==> src/rtl/assert_macros.svh <==
// Assertion helpers used by the parser module.
`ifndef ASSERT_MACROS_SVH
`define ASSERT_MACROS_SVH

// Same-cycle implication, disabled while reset is active.
`define UFD_ASSERT_IMPL(label, clk, rst_n, ante, cons) \
    label: assert property (@(posedge clk) disable iff (!(rst_n)) (ante) |-> (cons)) \
        else $error("assertion failed");

// Next-cycle implication, disabled while reset is active.
`define UFD_ASSERT_NEXT(label, clk, rst_n, ante, cons) \
    label: assert property (@(posedge clk) disable iff (!(rst_n)) (ante) |=> (cons)) \
        else $error("assertion failed");

`endif

==> src/rtl/ufd_pkg.sv <==
// ----------------------------------------------------------------------------
// ufd_pkg
// Types, limits and name tables of the URL form field decoder.
// ----------------------------------------------------------------------------
`timescale 1ns / 1ps
`default_nettype none

package ufd_pkg;

    localparam logic [10:0] MAX_BODY     = 11'd512;
    localparam logic [2:0]  MAX_PAIRS    = 3'd4;
    localparam logic [10:0] BYTE_SAT     = 11'd1023;
    localparam logic [3:0]  NAME_LEN_SAT = 4'd15;
    localparam logic [3:0]  SEEN_ALL     = 4'hF;

    localparam logic [7:0] CH_AMP   = 8'h26;
    localparam logic [7:0] CH_PCT   = 8'h25;
    localparam logic [7:0] CH_PLUS  = 8'h2B;
    localparam logic [7:0] CH_EQ    = 8'h3D;
    localparam logic [7:0] CH_SPACE = 8'h20;
    localparam logic [7:0] CH_TILDE = 8'h7E;

    localparam logic [7:0] FIELD_CAP [4] = '{8'd17, 8'd33, 8'd64, 8'd65};
    localparam logic [3:0] NAME_LEN  [4] = '{4'd4, 4'd9, 4'd13, 4'd8};

    localparam logic [103:0] NAMES [4] = '{
        {72'h0, "csrf"},
        {32'h0, "wifi_", "ssid"},
        {"wifi_", "password"},
        {40'h0, "timezone"}
    };

    typedef enum logic [2:0] {
        ESC_NONE = 3'b001,
        ESC_HIGH = 3'b010,
        ESC_LOW  = 3'b100
    } t_esc;

    typedef struct packed {
        logic       char_valid;
        logic [1:0] field_id;
        logic [6:0] decoded_char;
        logic       done_res;
        logic       accepted;
    } t_result;

    function automatic logic [7:0] name_char(input logic [1:0] f, input logic [3:0] pos);
        logic [3:0] k;
        k = NAME_LEN[f] - 4'd1 - pos;
        return NAMES[f][{k, 3'b000} +: 8];
    endfunction

    // {ok, nibble}
    function automatic logic [4:0] hex_digit(input logic [7:0] c);
        logic [7:0] d;
        d = 8'h00;
        if (c >= 8'h30 && c <= 8'h39) begin
            d = c - 8'h30;
            return {1'b1, d[3:0]};
        end else if (c >= 8'h61 && c <= 8'h66) begin
            d = c - 8'h57;
            return {1'b1, d[3:0]};
        end else if (c >= 8'h41 && c <= 8'h46) begin
            d = c - 8'h37;
            return {1'b1, d[3:0]};
        end
        return 5'd0;
    endfunction

endpackage

`default_nettype wire

==> src/rtl/ufd_in_stage.sv <==
// ----------------------------------------------------------------------------
// ufd_in_stage
// Input register for one raw body byte and its end marker.
// ----------------------------------------------------------------------------
`timescale 1ns / 1ps
`default_nettype none

module ufd_in_stage (
    input  wire logic       i_clk,
    input  wire logic       i_rst_n,
    input  wire logic       i_valid,
    output logic            o_ready,
    input  wire logic [7:0] i_data_byte,
    input  wire logic       i_last_byte,
    input  wire logic       i_take,
    output logic            o_valid,
    output logic [7:0]      o_data_byte,
    output logic            o_last_byte
);

    logic       r_valid;
    logic [7:0] r_data;
    logic       r_last;

    assign o_ready = !r_valid || i_take;

    always_ff @(posedge i_clk) begin
        if (!i_rst_n) begin
            r_valid <= 1'b0;
        end else if (o_ready) begin
            r_valid <= i_valid;
        end
    end

    always_ff @(posedge i_clk) begin
        if (o_ready && i_valid) begin
            r_data <= i_data_byte;
            r_last <= i_last_byte;
        end
    end

    assign o_valid     = r_valid;
    assign o_data_byte = r_data;
    assign o_last_byte = r_last;

endmodule

`default_nettype wire

==> src/rtl/ufd_parser.sv <==
// ----------------------------------------------------------------------------
// ufd_parser
// Parse state and single-pass decode of one byte into one result.
// ----------------------------------------------------------------------------
`timescale 1ns / 1ps
`default_nettype none

`include "assert_macros.svh"

module ufd_parser (
    input  wire logic       i_clk,
    input  wire logic       i_rst_n,
    input  wire logic       i_step,
    input  wire logic [7:0] i_data_byte,
    input  wire logic       i_last_byte,
    output ufd_pkg::t_result o_result
);

    import ufd_pkg::*;

    logic        r_in_value,  n_in_value;
    logic        r_at_start,  n_at_start;
    logic [3:0]  r_name_len,  n_name_len;
    logic [3:0]  r_name_match, n_name_match;
    t_esc        r_esc,       n_esc;
    logic [3:0]  r_high,      n_high;
    logic [1:0]  r_field,     n_field;
    logic [6:0]  r_chars,     n_chars;
    logic [3:0]  r_seen,      n_seen;
    logic [2:0]  r_pairs,     n_pairs;
    logic [9:0]  r_bytes,     n_bytes;
    logic        r_failed,    n_failed;

    always_comb begin
        logic [10:0] cnt;
        logic        fail;
        logic        emit_req;
        logic [7:0]  emit_val;
        logic [4:0]  hx;
        logic [7:0]  next_chars;
        logic [1:0]  hit;
        logic        hit_ok;

        n_in_value   = r_in_value;
        n_at_start   = r_at_start;
        n_name_len   = r_name_len;
        n_name_match = r_name_match;
        n_esc        = r_esc;
        n_high       = r_high;
        n_field      = r_field;
        n_chars      = r_chars;
        n_seen       = r_seen;
        n_pairs      = r_pairs;
        fail         = r_failed;
        emit_req     = 1'b0;
        emit_val     = 8'h00;
        hit          = 2'd0;
        hit_ok       = 1'b0;
        o_result     = '0;

        cnt = {1'b0, r_bytes} + 11'd1;
        if (cnt > MAX_BODY) begin
            fail = 1'b1;
        end
        n_bytes = (cnt > BYTE_SAT) ? BYTE_SAT[9:0] : cnt[9:0];
        hx = hex_digit(i_data_byte);

        if (!fail) begin
            if (r_in_value) begin
                case (r_esc)
                    ESC_HIGH: begin
                        if (!hx[4]) begin
                            fail = 1'b1;
                        end else begin
                            n_high = hx[3:0];
                            n_esc  = ESC_LOW;
                        end
                    end
                    ESC_LOW: begin
                        n_esc = ESC_NONE;
                        if (!hx[4]) begin
                            fail = 1'b1;
                        end else begin
                            emit_req = 1'b1;
                            emit_val = {r_high, hx[3:0]};
                        end
                    end
                    default: begin
                        if (i_data_byte == CH_AMP) begin
                            n_in_value   = 1'b0;
                            n_at_start   = 1'b1;
                            n_name_len   = 4'd0;
                            n_name_match = 4'hF;
                            n_esc        = ESC_NONE;
                            n_high       = 4'd0;
                            n_chars      = 7'd0;
                        end else if (i_data_byte == CH_PCT) begin
                            n_esc = ESC_HIGH;
                        end else if (i_data_byte == CH_PLUS) begin
                            emit_req = 1'b1;
                            emit_val = CH_SPACE;
                        end else begin
                            emit_req = 1'b1;
                            emit_val = i_data_byte;
                        end
                    end
                endcase
            end else begin
                if (r_at_start) begin
                    n_at_start = 1'b0;
                    if (r_pairs >= MAX_PAIRS) begin
                        fail = 1'b1;
                    end else begin
                        n_pairs = r_pairs + 3'd1;
                    end
                end
                if (fail) begin
                    n_pairs = n_pairs;
                end else if (i_data_byte == CH_AMP) begin
                    fail = 1'b1;
                end else if (i_data_byte == CH_EQ) begin
                    for (int i = 0; i < 4; i++) begin
                        if (r_name_match[i] && r_name_len == NAME_LEN[i]) begin
                            hit    = 2'(i);
                            hit_ok = 1'b1;
                        end
                    end
                    if (r_name_len == 4'd0 || !hit_ok || r_seen[hit]) begin
                        fail = 1'b1;
                    end else begin
                        n_field      = hit;
                        n_seen[hit]  = 1'b1;
                        n_in_value   = 1'b1;
                        n_chars      = 7'd0;
                        n_esc        = ESC_NONE;
                    end
                end else begin
                    for (int i = 0; i < 4; i++) begin
                        if (r_name_len >= NAME_LEN[i] ||
                            name_char(2'(i), r_name_len) != i_data_byte) begin
                            n_name_match[i] = 1'b0;
                        end
                    end
                    if (r_name_len < NAME_LEN_SAT) begin
                        n_name_len = r_name_len + 4'd1;
                    end
                end
            end
        end

        next_chars = {1'b0, r_chars} + 8'd1;
        if (emit_req) begin
            if (emit_val < CH_SPACE || emit_val > CH_TILDE ||
                next_chars >= FIELD_CAP[r_field]) begin
                fail = 1'b1;
            end else begin
                n_chars               = next_chars[6:0];
                o_result.char_valid   = 1'b1;
                o_result.field_id     = r_field;
                o_result.decoded_char = emit_val[6:0];
            end
        end

        o_result.done_res = i_last_byte;
        if (i_last_byte) begin
            if ((!n_in_value && !n_at_start) || n_esc != ESC_NONE) begin
                fail = 1'b1;
            end
            o_result.accepted = !fail && (n_seen == SEEN_ALL);
            n_in_value   = 1'b0;
            n_at_start   = 1'b1;
            n_name_len   = 4'd0;
            n_name_match = 4'hF;
            n_esc        = ESC_NONE;
            n_high       = 4'd0;
            n_field      = 2'd0;
            n_chars      = 7'd0;
            n_seen       = 4'd0;
            n_pairs      = 3'd0;
            n_bytes      = 10'd0;
            fail         = 1'b0;
        end
        n_failed = fail;
    end

    always_ff @(posedge i_clk) begin
        if (!i_rst_n) begin
            r_in_value   <= 1'b0;
            r_at_start   <= 1'b1;
            r_name_len   <= 4'd0;
            r_name_match <= 4'hF;
            r_esc        <= ESC_NONE;
            r_high       <= 4'd0;
            r_field      <= 2'd0;
            r_chars      <= 7'd0;
            r_seen       <= 4'd0;
            r_pairs      <= 3'd0;
            r_bytes      <= 10'd0;
            r_failed     <= 1'b0;
        end else if (i_step) begin
            r_in_value   <= n_in_value;
            r_at_start   <= n_at_start;
            r_name_len   <= n_name_len;
            r_name_match <= n_name_match;
            r_esc        <= n_esc;
            r_high       <= n_high;
            r_field      <= n_field;
            r_chars      <= n_chars;
            r_seen       <= n_seen;
            r_pairs      <= n_pairs;
            r_bytes      <= n_bytes;
            r_failed     <= n_failed;
        end
    end

    `UFD_ASSERT_IMPL(a_char_printable, i_clk, i_rst_n, i_step && o_result.char_valid,
        o_result.decoded_char >= 7'h20 && o_result.decoded_char <= 7'h7E)
    `UFD_ASSERT_IMPL(a_no_char_after_fail, i_clk, i_rst_n, i_step && r_failed,
        !o_result.char_valid && !o_result.accepted)
    `UFD_ASSERT_NEXT(a_body_end_clears, i_clk, i_rst_n, i_step && i_last_byte,
        r_bytes == 10'd0 && r_seen == 4'd0 && !r_failed && r_at_start)
    `UFD_ASSERT_NEXT(a_seen_only_grows, i_clk, i_rst_n, i_step && !i_last_byte,
        (r_seen & $past(r_seen)) == $past(r_seen))

endmodule

`default_nettype wire

==> src/rtl/ufd_out_stage.sv <==
// ----------------------------------------------------------------------------
// ufd_out_stage
// Result register; holds one decoded result until the consumer takes it.
// ----------------------------------------------------------------------------
`timescale 1ns / 1ps
`default_nettype none

module ufd_out_stage (
    input  wire logic            i_clk,
    input  wire logic            i_rst_n,
    input  wire logic            i_load,
    input  wire ufd_pkg::t_result i_result,
    output logic                 o_free,
    output logic                 o_valid,
    input  wire logic            i_ready,
    output ufd_pkg::t_result     o_result
);

    import ufd_pkg::*;

    logic    r_valid;
    t_result r_result;

    assign o_free = !r_valid || i_ready;

    always_ff @(posedge i_clk) begin
        if (!i_rst_n) begin
            r_valid <= 1'b0;
        end else if (o_free) begin
            r_valid <= i_load;
        end
    end

    always_ff @(posedge i_clk) begin
        if (i_load) begin
            r_result <= i_result;
        end
    end

    assign o_valid  = r_valid;
    assign o_result = r_result;

endmodule

`default_nettype wire

==> src/rtl/url_form_field_decoder_core.sv <==
// ----------------------------------------------------------------------------
// url_form_field_decoder_core
// URL-encoded form body decoder for four fixed field names.
// ----------------------------------------------------------------------------
// One body byte goes in per request and exactly one result comes out for it:
// a decoded value character tagged with its field, and on the final byte the
// accept/reject verdict for the whole body. Throughput is one byte per clock
// while results are taken; a byte passes the input register, then one decode
// pass that updates the parse state and loads the result register. Parse state
// returns to reset after each final byte, so the next byte opens a new body.
// ----------------------------------------------------------------------------
`timescale 1ns / 1ps
`default_nettype none

module url_form_field_decoder_core (
    input  wire logic       i_clk,
    input  wire logic       i_rst_n,
    input  wire logic       i_valid,
    output logic            o_ready,
    input  wire logic [7:0] i_data_byte,
    input  wire logic       i_last_byte,
    output logic            o_valid,
    input  wire logic       i_ready,
    output logic            o_char_valid,
    output logic [1:0]      o_field_id,
    output logic [6:0]      o_decoded_char,
    output logic            o_done_res,
    output logic            o_accepted
);

    import ufd_pkg::*;

    logic       in_valid;
    logic [7:0] in_data;
    logic       in_last;
    logic       out_free;
    logic       step;
    t_result    step_result;
    t_result    out_result;

    assign step = in_valid && out_free;

    ufd_in_stage u_in (
        .i_clk       (i_clk),
        .i_rst_n     (i_rst_n),
        .i_valid     (i_valid),
        .o_ready     (o_ready),
        .i_data_byte (i_data_byte),
        .i_last_byte (i_last_byte),
        .i_take      (step),
        .o_valid     (in_valid),
        .o_data_byte (in_data),
        .o_last_byte (in_last)
    );

    ufd_parser u_parser (
        .i_clk       (i_clk),
        .i_rst_n     (i_rst_n),
        .i_step      (step),
        .i_data_byte (in_data),
        .i_last_byte (in_last),
        .o_result    (step_result)
    );

    ufd_out_stage u_out (
        .i_clk    (i_clk),
        .i_rst_n  (i_rst_n),
        .i_load   (step),
        .i_result (step_result),
        .o_free   (out_free),
        .o_valid  (o_valid),
        .i_ready  (i_ready),
        .o_result (out_result)
    );

    assign o_char_valid   = out_result.char_valid;
    assign o_field_id     = out_result.field_id;
    assign o_decoded_char = out_result.decoded_char;
    assign o_done_res     = out_result.done_res;
    assign o_accepted     = out_result.accepted;

endmodule

`default_nettype wire

==> config.mk <==
export PLATFORM = sky130hd
export DESIGN_NAME = url_form_field_decoder_core
export DESIGN_NICKNAME = d
export VERILOG_FILES = /design/src/rtl/ufd_pkg.sv /design/src/rtl/ufd_in_stage.sv /design/src/rtl/ufd_parser.sv /design/src/rtl/ufd_out_stage.sv /design/src/rtl/url_form_field_decoder_core.sv
export VERILOG_INCLUDE_DIRS = /design/src /design/src/rtl
export SDC_FILE = /design/constraint.sdc
export NUM_CORES = 1
export LEC_CHECK = 0
export BUFFER_PORTS_ARGS = -buffer_cell sky130_fd_sc_hd__buf_4
export CORE_MARGIN = 4
export CORE_UTILIZATION = 25
export CTS_CLUSTER_SIZE = 16
export DETAILED_ROUTE_END_ITERATION = 7
export SETUP_SLACK_MARGIN = 0.3
export SYNTH_ARGS = -nofsm -noshare
export SYNTH_HDL_FRONTEND = slang
export SYNTH_SLANG_ARGS = --single-unit
==> constraint.sdc <==
create_clock -name i_clk -period 3.75 [get_ports i_clk]
set_input_delay 0.75 -clock i_clk [delete_from_list [all_inputs] [get_ports i_clk]]
set_output_delay 0.75 -clock i_clk [all_outputs]
set_load 0.01 [all_outputs]
==> results of run 1 <==
==> synth_stat cells, types with 12 or more instances <==
| master | n | share of area, % |
|---|---|---|
| mux2i_1 | 12 | 2.3 |
| nand2_1 | 54 | 4.0 |
| nor2_1 | 49 | 3.6 |
| nand3_1 | 26 | 2.5 |
| o21ai_0 | 27 | 2.6 |
| inv_1 | 26 | 1.9 |
| nor3_1 | 15 | 1.5 |
| ha_1 | 33 | 8.1 |
| dfxtp_1 | 46 | 18 |
| a21oi_1 | 43 | 4.2 |
| nor2b_1 | 12 | 1.5 |
| edfxtp_1 | 21 | 12 |
| xnor2_1 | 20 | 3.4 |
| clkbuf_1 | 18 | 1.3 |
==> power by group through the flow <==
stage	registers [mW]	clock network, mW	logic [mW]
final	0.784	0.810	0.291
after global routing	0.786	0.861	0.324
after detailed placement	0.800	0	0.290
after floorplan	0.798	0	0.207
after global placement	0.799	0	0.289
after CTS	0.784	0.840	0.292
==> sequential cells by signal (all words and copies together), names as in the netlist <==
name                   cells
u_parser.r_bytes          10
u_in.o_last_byte           1
u_in.o_data_byte           8
u_parser.r_seen            4
u_parser.r_pairs           3
u_parser.r_failed          1
u_parser.r_at_start        1
u_parser.r_name_match      4
u_parser.r_name_len        4
u_out.o_result            12
u_out.o_valid              1
u_in.o_valid               1
u_parser.r_high            4
u_parser.r_field           2
u_parser.r_chars           7
u_parser.r_in_value        1
u_parser.r_esc             3
==> cell families after synthesis <==
| kind of cell | synth area share [%] |
|---|---|
| AOI/OAI and AO/OA | 23.4 |
| xor gates and xnor gates | 4.79 |
| adders and majority gates | 8.26 |
| buffers and inverters | 5.40 |
| DFF | 30.3 |
| muxes | 2.57 |
| and+or+nand+nor | 25.3 |
==> final timing paths <==
kind / end / slack [ps] / cells after the start
max: u_out.o_result[0]$_SDFFCE_PN0P_ / 570 / 9
min: u_parser.r_name_match[1]$_SDFFE_PN1P_ / 460 / 1
max reg2reg: u_out.o_result[0]$_SDFFCE_PN0P_ / 570 / 9
min reg2reg: u_parser.r_name_match[1]$_SDFFE_PN1P_ / 460 / 1
==> area by class of cell <==
type	count	area, um2
multi-input cells	484	3300
fillers	2196	14300
flip-flops and latches	67	1550
clock inverters	7	61.3
well taps	270	338
repair buffers	43	335
clock buffers	9	225
inverters	26	97.6
==> stage by stage <==
step                hold WS [ps]  util [%]  worst slack [ps]
floorplan                    424         -               569
global placement             435      27.7               554
detailed placement           444      27.7               490
CTS                          459      29.2               469
global route                 489      29.3               306
finish                       461      29.3               575
==> critical path, stage by stage, from the launching register on <==
cell	delay [ps]
dfxtp_1	470
ha_2	330
nand4_1	170
or4b_4	540
a21oi_2	120
a32o_2	370
nor4b_4	320
nand3_1	110
a2111oi_0	380
and4_1	220
==> timing repair <==
| action | in CTS | in global routing |
|---|---|---|
| hold buffers | 0 | 0 |
| resized for setup | 0 | 2 |
| endpoints found under the setup margin | 0 | 24 |
| buffers inserted | 0 | 1 |
==> routing by layer <==
layer | vias up | share of wire [%] | GRT usage (%)
met5 | - | 0 | 0
li1 | 2304 | - | -
met1 | 2130 | 48 | 16.8
met2 | 98 | 46 | 18.9
met3 | 20 | 4.1 | 2.42
met4 | 0 | 2.4 | 4.94
==> flow_summary.json, run 1 <==
{
  "status": "finished, final reports clean",
  "seq_area_frac_synth_pct": 30.3,
  "syn-num-nets": 661,
  "dp_hpwl_um": 9890,
  "ys_ff_latch": 67,
  "grt_pass1_vias": 4277,
  "initial_core_util_pct": 25.4,
  "dpl.cell_count": 889,
  "start_kind": "flip-flop",
  "rsz0062_at_grt": "yes",
  "io_buffer_count": 26,
  "worstSetupEndpointType": "flip-flop",
  "drt_iter0_drc": 427,
  "min_period_over_period_pct": 84.7,
  "die_w_um": 151,
  "cts_max_level": 3,
  "pwr-share-seq_pct": 41.6,
  "grt_max_degree": 28,
  "critPathMaxFanout": 13,
  "worstReg2RegStart": "u_parser.r_bytes[0]$_SDFFE_PN0P_",
  "fin_setup_tns_ps": 0,
  "groute.usage.overall_pct": 12.3,
  "setup_viol": 0,
  "first_pass_iters": 5,
  "drc": 0,
  "wirelength_um": 13500,
  "max_freq_mhz": 315,
  "grt_pass1_wl_um": 22500,
  "ant_nets": 0,
  "place.gp.congestion": 0.866,
  "layout_common_cells": "nand2_1, nor2_1, dfxtp_1, a21oi_1, buf_4",
  "finalCriticalPeriod_ps": 3180,
  "startpoint": "u_parser.r_bytes[0]$_SDFFE_PN0P_",
  "antennaDiodeCount": 0,
  "area_delta_synth_final_pct": 15.4,
  "worstPathArrival_ps": 3390,
  "dr_total_vias": 4552,
  "p_total_mw": 1.89,
  "slew_violations": 0,
  "criticalPathCategory": "flip-flop to flip-flop",
  "synth_cell_types": 72,
  "stdcell_area_um2": 5910,
  "cts-root-buf": "clkbuf_16",
  "min_from": "u_parser.r_name_match[1]$_SDFFE_PN1P_",
  "nNetsFinal": 677,
  "max_slew_margin_pct": 55.4,
  "placed_cell_area_um2": 5590,
  "finClkSkew_ps": 8.72,
  "cts_buffer_depth": 2,
  "final_common_cell": "nand2_1",
  "p_comb_share_pct": 15.5,
  "p_switching_uw": 543,
  "yosys_warnings": 0,
  "ys.flop_type": "dfxtp_1",
  "p_per_area_nw_per_um2": 319,
  "die-area_um2": 22800,
  "syn_area_um2": 5120,
  "clock_latency_ps": 340,
  "switching_share_pct": 28.8,
  "hold_violations": 0,
  "clockPowerShare_pct": 42.9,
  "p_int_mw": 1.34,
  "cts_tree": "yes",
  "worstPathRequired_ps": 3960,
  "peakVddDrop_uv": 167,
  "die_h_um": 151,
  "fp-row-count": 52,
  "fp.coreArea_um2": 20200,
  "syn_area_per_cell_um2": 8.32,
  "antenna_found_initial": 0,
  "synthCells": 615,
  "synth_edf_count": 21,
  "ys_async_sr_fraction_pct": 0,
  "final_cell_count_no_fill": 906,
  "overflow": 0,
  "power_leakage_nw": 2.20,
  "tightest_slew_ps": 663,
  "clock_sinks": 67,
  "hp-class": "flip-flop to flip-flop",
  "layout-drive-gt1-share_pct": 13.8,
  "path_clk_slew_ps": 60,
  "wl_per_cell_um": 14.9,
  "viasPerCell": 5.02,
  "cap_violations": 0,
  "pin_count": 27,
  "numCtsBuffers": 9
}
Note: power is estimated with default switching activity, not from simulation.
==> run 2, diff against run 1 <==
--- a/config.mk
+++ b/config.mk
@@ -6,6 +6,7 @@
 export SDC_FILE = /design/constraint.sdc
 export NUM_CORES = 1
 export LEC_CHECK = 0
+export ABC_AREA = 1
 export BUFFER_PORTS_ARGS = -buffer_cell sky130_fd_sc_hd__buf_4
 export CORE_MARGIN = 4
 export CORE_UTILIZATION = 25
==> constraint.sdc (replaced) <==
create_clock -name i_clk -period 3.3 [get_ports i_clk]
set_input_delay 0.66 -clock i_clk [delete_from_list [all_inputs] [get_ports i_clk]]
set_output_delay 0.66 -clock i_clk [all_outputs]
set_load 0.01 [all_outputs]
==> flow_summary.json, run 2 <==
{
  "min_period_over_period_pct": 83.9,
  "io_buffer_count": 26,
  "cts-root-buf": "clkbuf_16",
  "pre_cts_slack_ps": 389,
  "dr_total_vias": 4805,
  "layout-drive-gt1-share_pct": 14.1,
  "cap_violations": 0,
  "first_pass_iters": 5,
  "cpPeakStageDelay_ps": 450,
  "hold_end": "u_parser.r_name_match[2]$_SDFFE_PN1P_",
  "wirelength_um": 13400,
  "min_path_cells": 2,
  "ant_nets": 0,
  "yosys_warnings": 0,
  "die-area_um2": 22400,
  "drt_iter0_drc": 318,
  "p_per_area_nw_per_um2": 368,
  "nFillCells": 2160,
  "multi_input_area_um2": 3070,
  "fp-row-count": 51,
  "clock_latency_ps": 340,
  "grt_pass1_wl_um": 22400,
  "numCtsBuffers": 9,
  "max_slew_margin_pct": 59.6,
  "setup_viol": 0,
  "ys.flop_type": "dfxtp_1",
  "nNetsFinal": 820,
  "finClkSkew_ps": 10.3,
  "worstReg2RegStart": "u_in.o_data_byte[1]$_DFFE_PP_",
  "area_delta_synth_final_pct": 17.9,
  "synth_edf_count": 21,
  "place.gp.congestion": 0.908,
  "peakVddDrop_uv": 245,
  "antennaDiodeCount": 0,
  "fin_setup_tns_ps": 0,
  "layout_common_cells": "nand2_1, inv_1, nand3_1, nor2_1, a21oi_1",
  "critPathMaxFanout": 17,
  "viasPerCell": 4.60,
  "cts_max_level": 3,
  "finalCriticalPeriod_ps": 2770,
  "crit_buf_inv": 4,
  "grt_pass1_vias": 4508,
  "critPathSlowestCell": "edfxtp_1",
  "groute.usage.overall_pct": 12.4,
  "fin_ws_ps": 533,
  "worstPathArrival_ps": 2860,
  "ys_async_sr_fraction_pct": 0,
  "max_freq_mhz": 361,
  "worstPathCellList": "buf_4 > ha_1 > inv_1 > nor2_1 > nand2_2 > nand2_2 > nor2_2 > nand2_1 > nand2_1 > nand2_1 > inv_1 > nand2_1 > nor2_2 > nand3_4 > nand2_8 > inv_1 > o21ai_0 > nor2_1",
  "grt_max_degree": 31,
  "seq_area_frac_synth_pct": 31.0,
  "ys_ff_latch": 67,
  "synth_top_area_share_pct": 18.4,
  "power_leakage_nw": 2.53,
  "status": "finished, final reports clean",
  "cts_tree": "yes",
  "synthCells": 736,
  "area.sequential_um2": 1560,
  "rsz0062_at_grt": "no",
  "antenna_found_initial": 0,
  "wl_per_cell_um": 12.9,
  "syn_area_per_cell_um2": 6.80,
  "min_from": "u_parser.r_name_match[2]$_SDFFE_PN1P_",
  "die_h_um": 150,
  "die_w_um": 150,
  "final_common_cell": "nand2_1",
  "dp_hpwl_um": 10200,
  "path_clk_slew_ps": 60,
  "reg2reg_depth": 18,
  "pin_count": 27,
  "drc": 0,
  "fp.coreArea_um2": 19600,
  "hp-class": "flip-flop to flip-flop",
  "synth_area_leaders": "dfxtp_1, nand2_1, edfxtp_1",
  "criticalPathCategory": "flip-flop to flip-flop",
  "tightest_slew_ps": 602,
  "synth_top_cell_by_area": "dfxtp_1",
  "overflow": 0,
  "hold_violations": 0,
  "initial_core_util_pct": 25.6,
  "synth_commonest_cells": "nand2_1, inv_1, nand3_1",
  "post-synth-top-count-cell": "nand2_1",
  "start_kind": "flip-flop",
  "syn_area_um2": 5010,
  "syn-num-nets": 782,
  "r2r_end": "u_out.o_result[0]$_SDFFCE_PN0P_",
  "clock_sinks": 67,
  "rrSetupSlack_ps": 530,
  "largest_reg_flops": 12,
  "synth_cell_types": 41,
  "worstPathRequired_ps": 3390,
  "cts_buffer_depth": 2,
  "worstSetupEndpointType": "flip-flop",
  "cpMostUsedCell": "nand2_1",
  "cp_top_family": "simple AND/OR/NAND/NOR gates",
  "slew_violations": 0,
  "max_flop_register": "u_out.o_result"
}
[run 2: cell type report]
class | count | share of cell area, %
Clock inverter | 7 | 1.14
Sequential cell | 67 | 26.3
Clock buffer | 9 | 3.81
Inverter | 88 | 5.64
Timing Repair Buffer | 43 | 5.47
Multi-Input combinational cell | 565 | 52.0
Tap cell | 265 | 5.62
[run 2: stage by stage]
stage / util (%) / hold slack, ps / instances / power, mW / instance area [um2]
after floorplan: - / 419 / 736 / 1.14 / 5010
after global placement: 28.2 / 432 / 1021 / 1.24 / 5520
after detailed placement: 28.2 / 438 / 1021 / 1.24 / 5520
after CTS: 29.7 / 450 / 1037 / 2.21 / 5820
after global routing: 30.1 / 470 / 1044 / 2.30 / 5900
final: 30.1 / 448 / 1044 / 2.17 / 5900
[run 2: worst register-to-register path: stages (launching register included)]
cell,delay (ps)
edfxtp_1,450
buf_4,180
ha_1,180
inv_1,70
nor2_1,50
nand2_2,120
nand2_2,80
nor2_2,230
nand2_1,120
nand2_1,90
nand2_1,50
inv_1,40
nand2_1,60
nor2_2,140
nand3_4,150
nand2_8,180
inv_1,80
o21ai_0,150
nor2_1,70
[run 2: per-layer routing]
metal | global-route usage (%) | part of all wire, % | vias up
li1 | - | - | 2503
met1 | 17.6 | 51 | 2191
met3 | 2.57 | 4.9 | 10
met4 | 3.43 | 1.2 | 0
met2 | 19.0 | 43 | 101
met5 | 0 | 0 | -
[run 2: worst max-delay path by stage]
stage	slack, ps	startpoint	endpoint	cells after the start
floorplan	690	u_parser.r_name_len[2]$_SDFFE_PN0P_	u_out.o_result[0]$_SDFFCE_PN0P_	16
global placement	510	u_in.o_data_byte[1]$_DFFE_PP_	u_out.o_result[0]$_SDFFCE_PN0P_	16
detailed placement	390	u_in.o_data_byte[1]$_DFFE_PP_	u_out.o_result[0]$_SDFFCE_PN0P_	16
CTS	370	u_in.o_data_byte[1]$_DFFE_PP_	u_out.o_result[0]$_SDFFCE_PN0P_	16
global route	280	u_in.o_data_byte[1]$_DFFE_PP_	u_out.o_result[0]$_SDFFCE_PN0P_	18
finish	530	u_in.o_data_byte[1]$_DFFE_PP_	u_out.o_result[0]$_SDFFCE_PN0P_	18
[run 2: cells by family after synthesis]
logic type / count (synthesis) / share of synthesized area [%]
AND/OR/NAND/NOR: 399 / 36.9
AO/OA/AOI/OAI: 116 / 12.5
buffers and inverters: 104 / 8.32
flip-flops: 67 / 31.0
adder cells (fa/ha/maj): 33 / 8.25
XOR/XNOR: 17 / 2.97
[run 2: what timing repair did]
item | in CTS | in global routing
hold buffers | 0 | 0
endpoints found under the hold margin | 0 | 0
endpoints found under the setup margin | 0 | 16
buffers inserted | 0 | 7
resized for setup | 0 | 10
[run 2: report_power, final]
group	internal [mW]	total (mW)	switching, mW
Combinational	0.117	0.327	0.210
Sequential	0.875	0.903	0.0274
Clock	0.581	0.944	0.363
Total	1.57	2.17	0.600
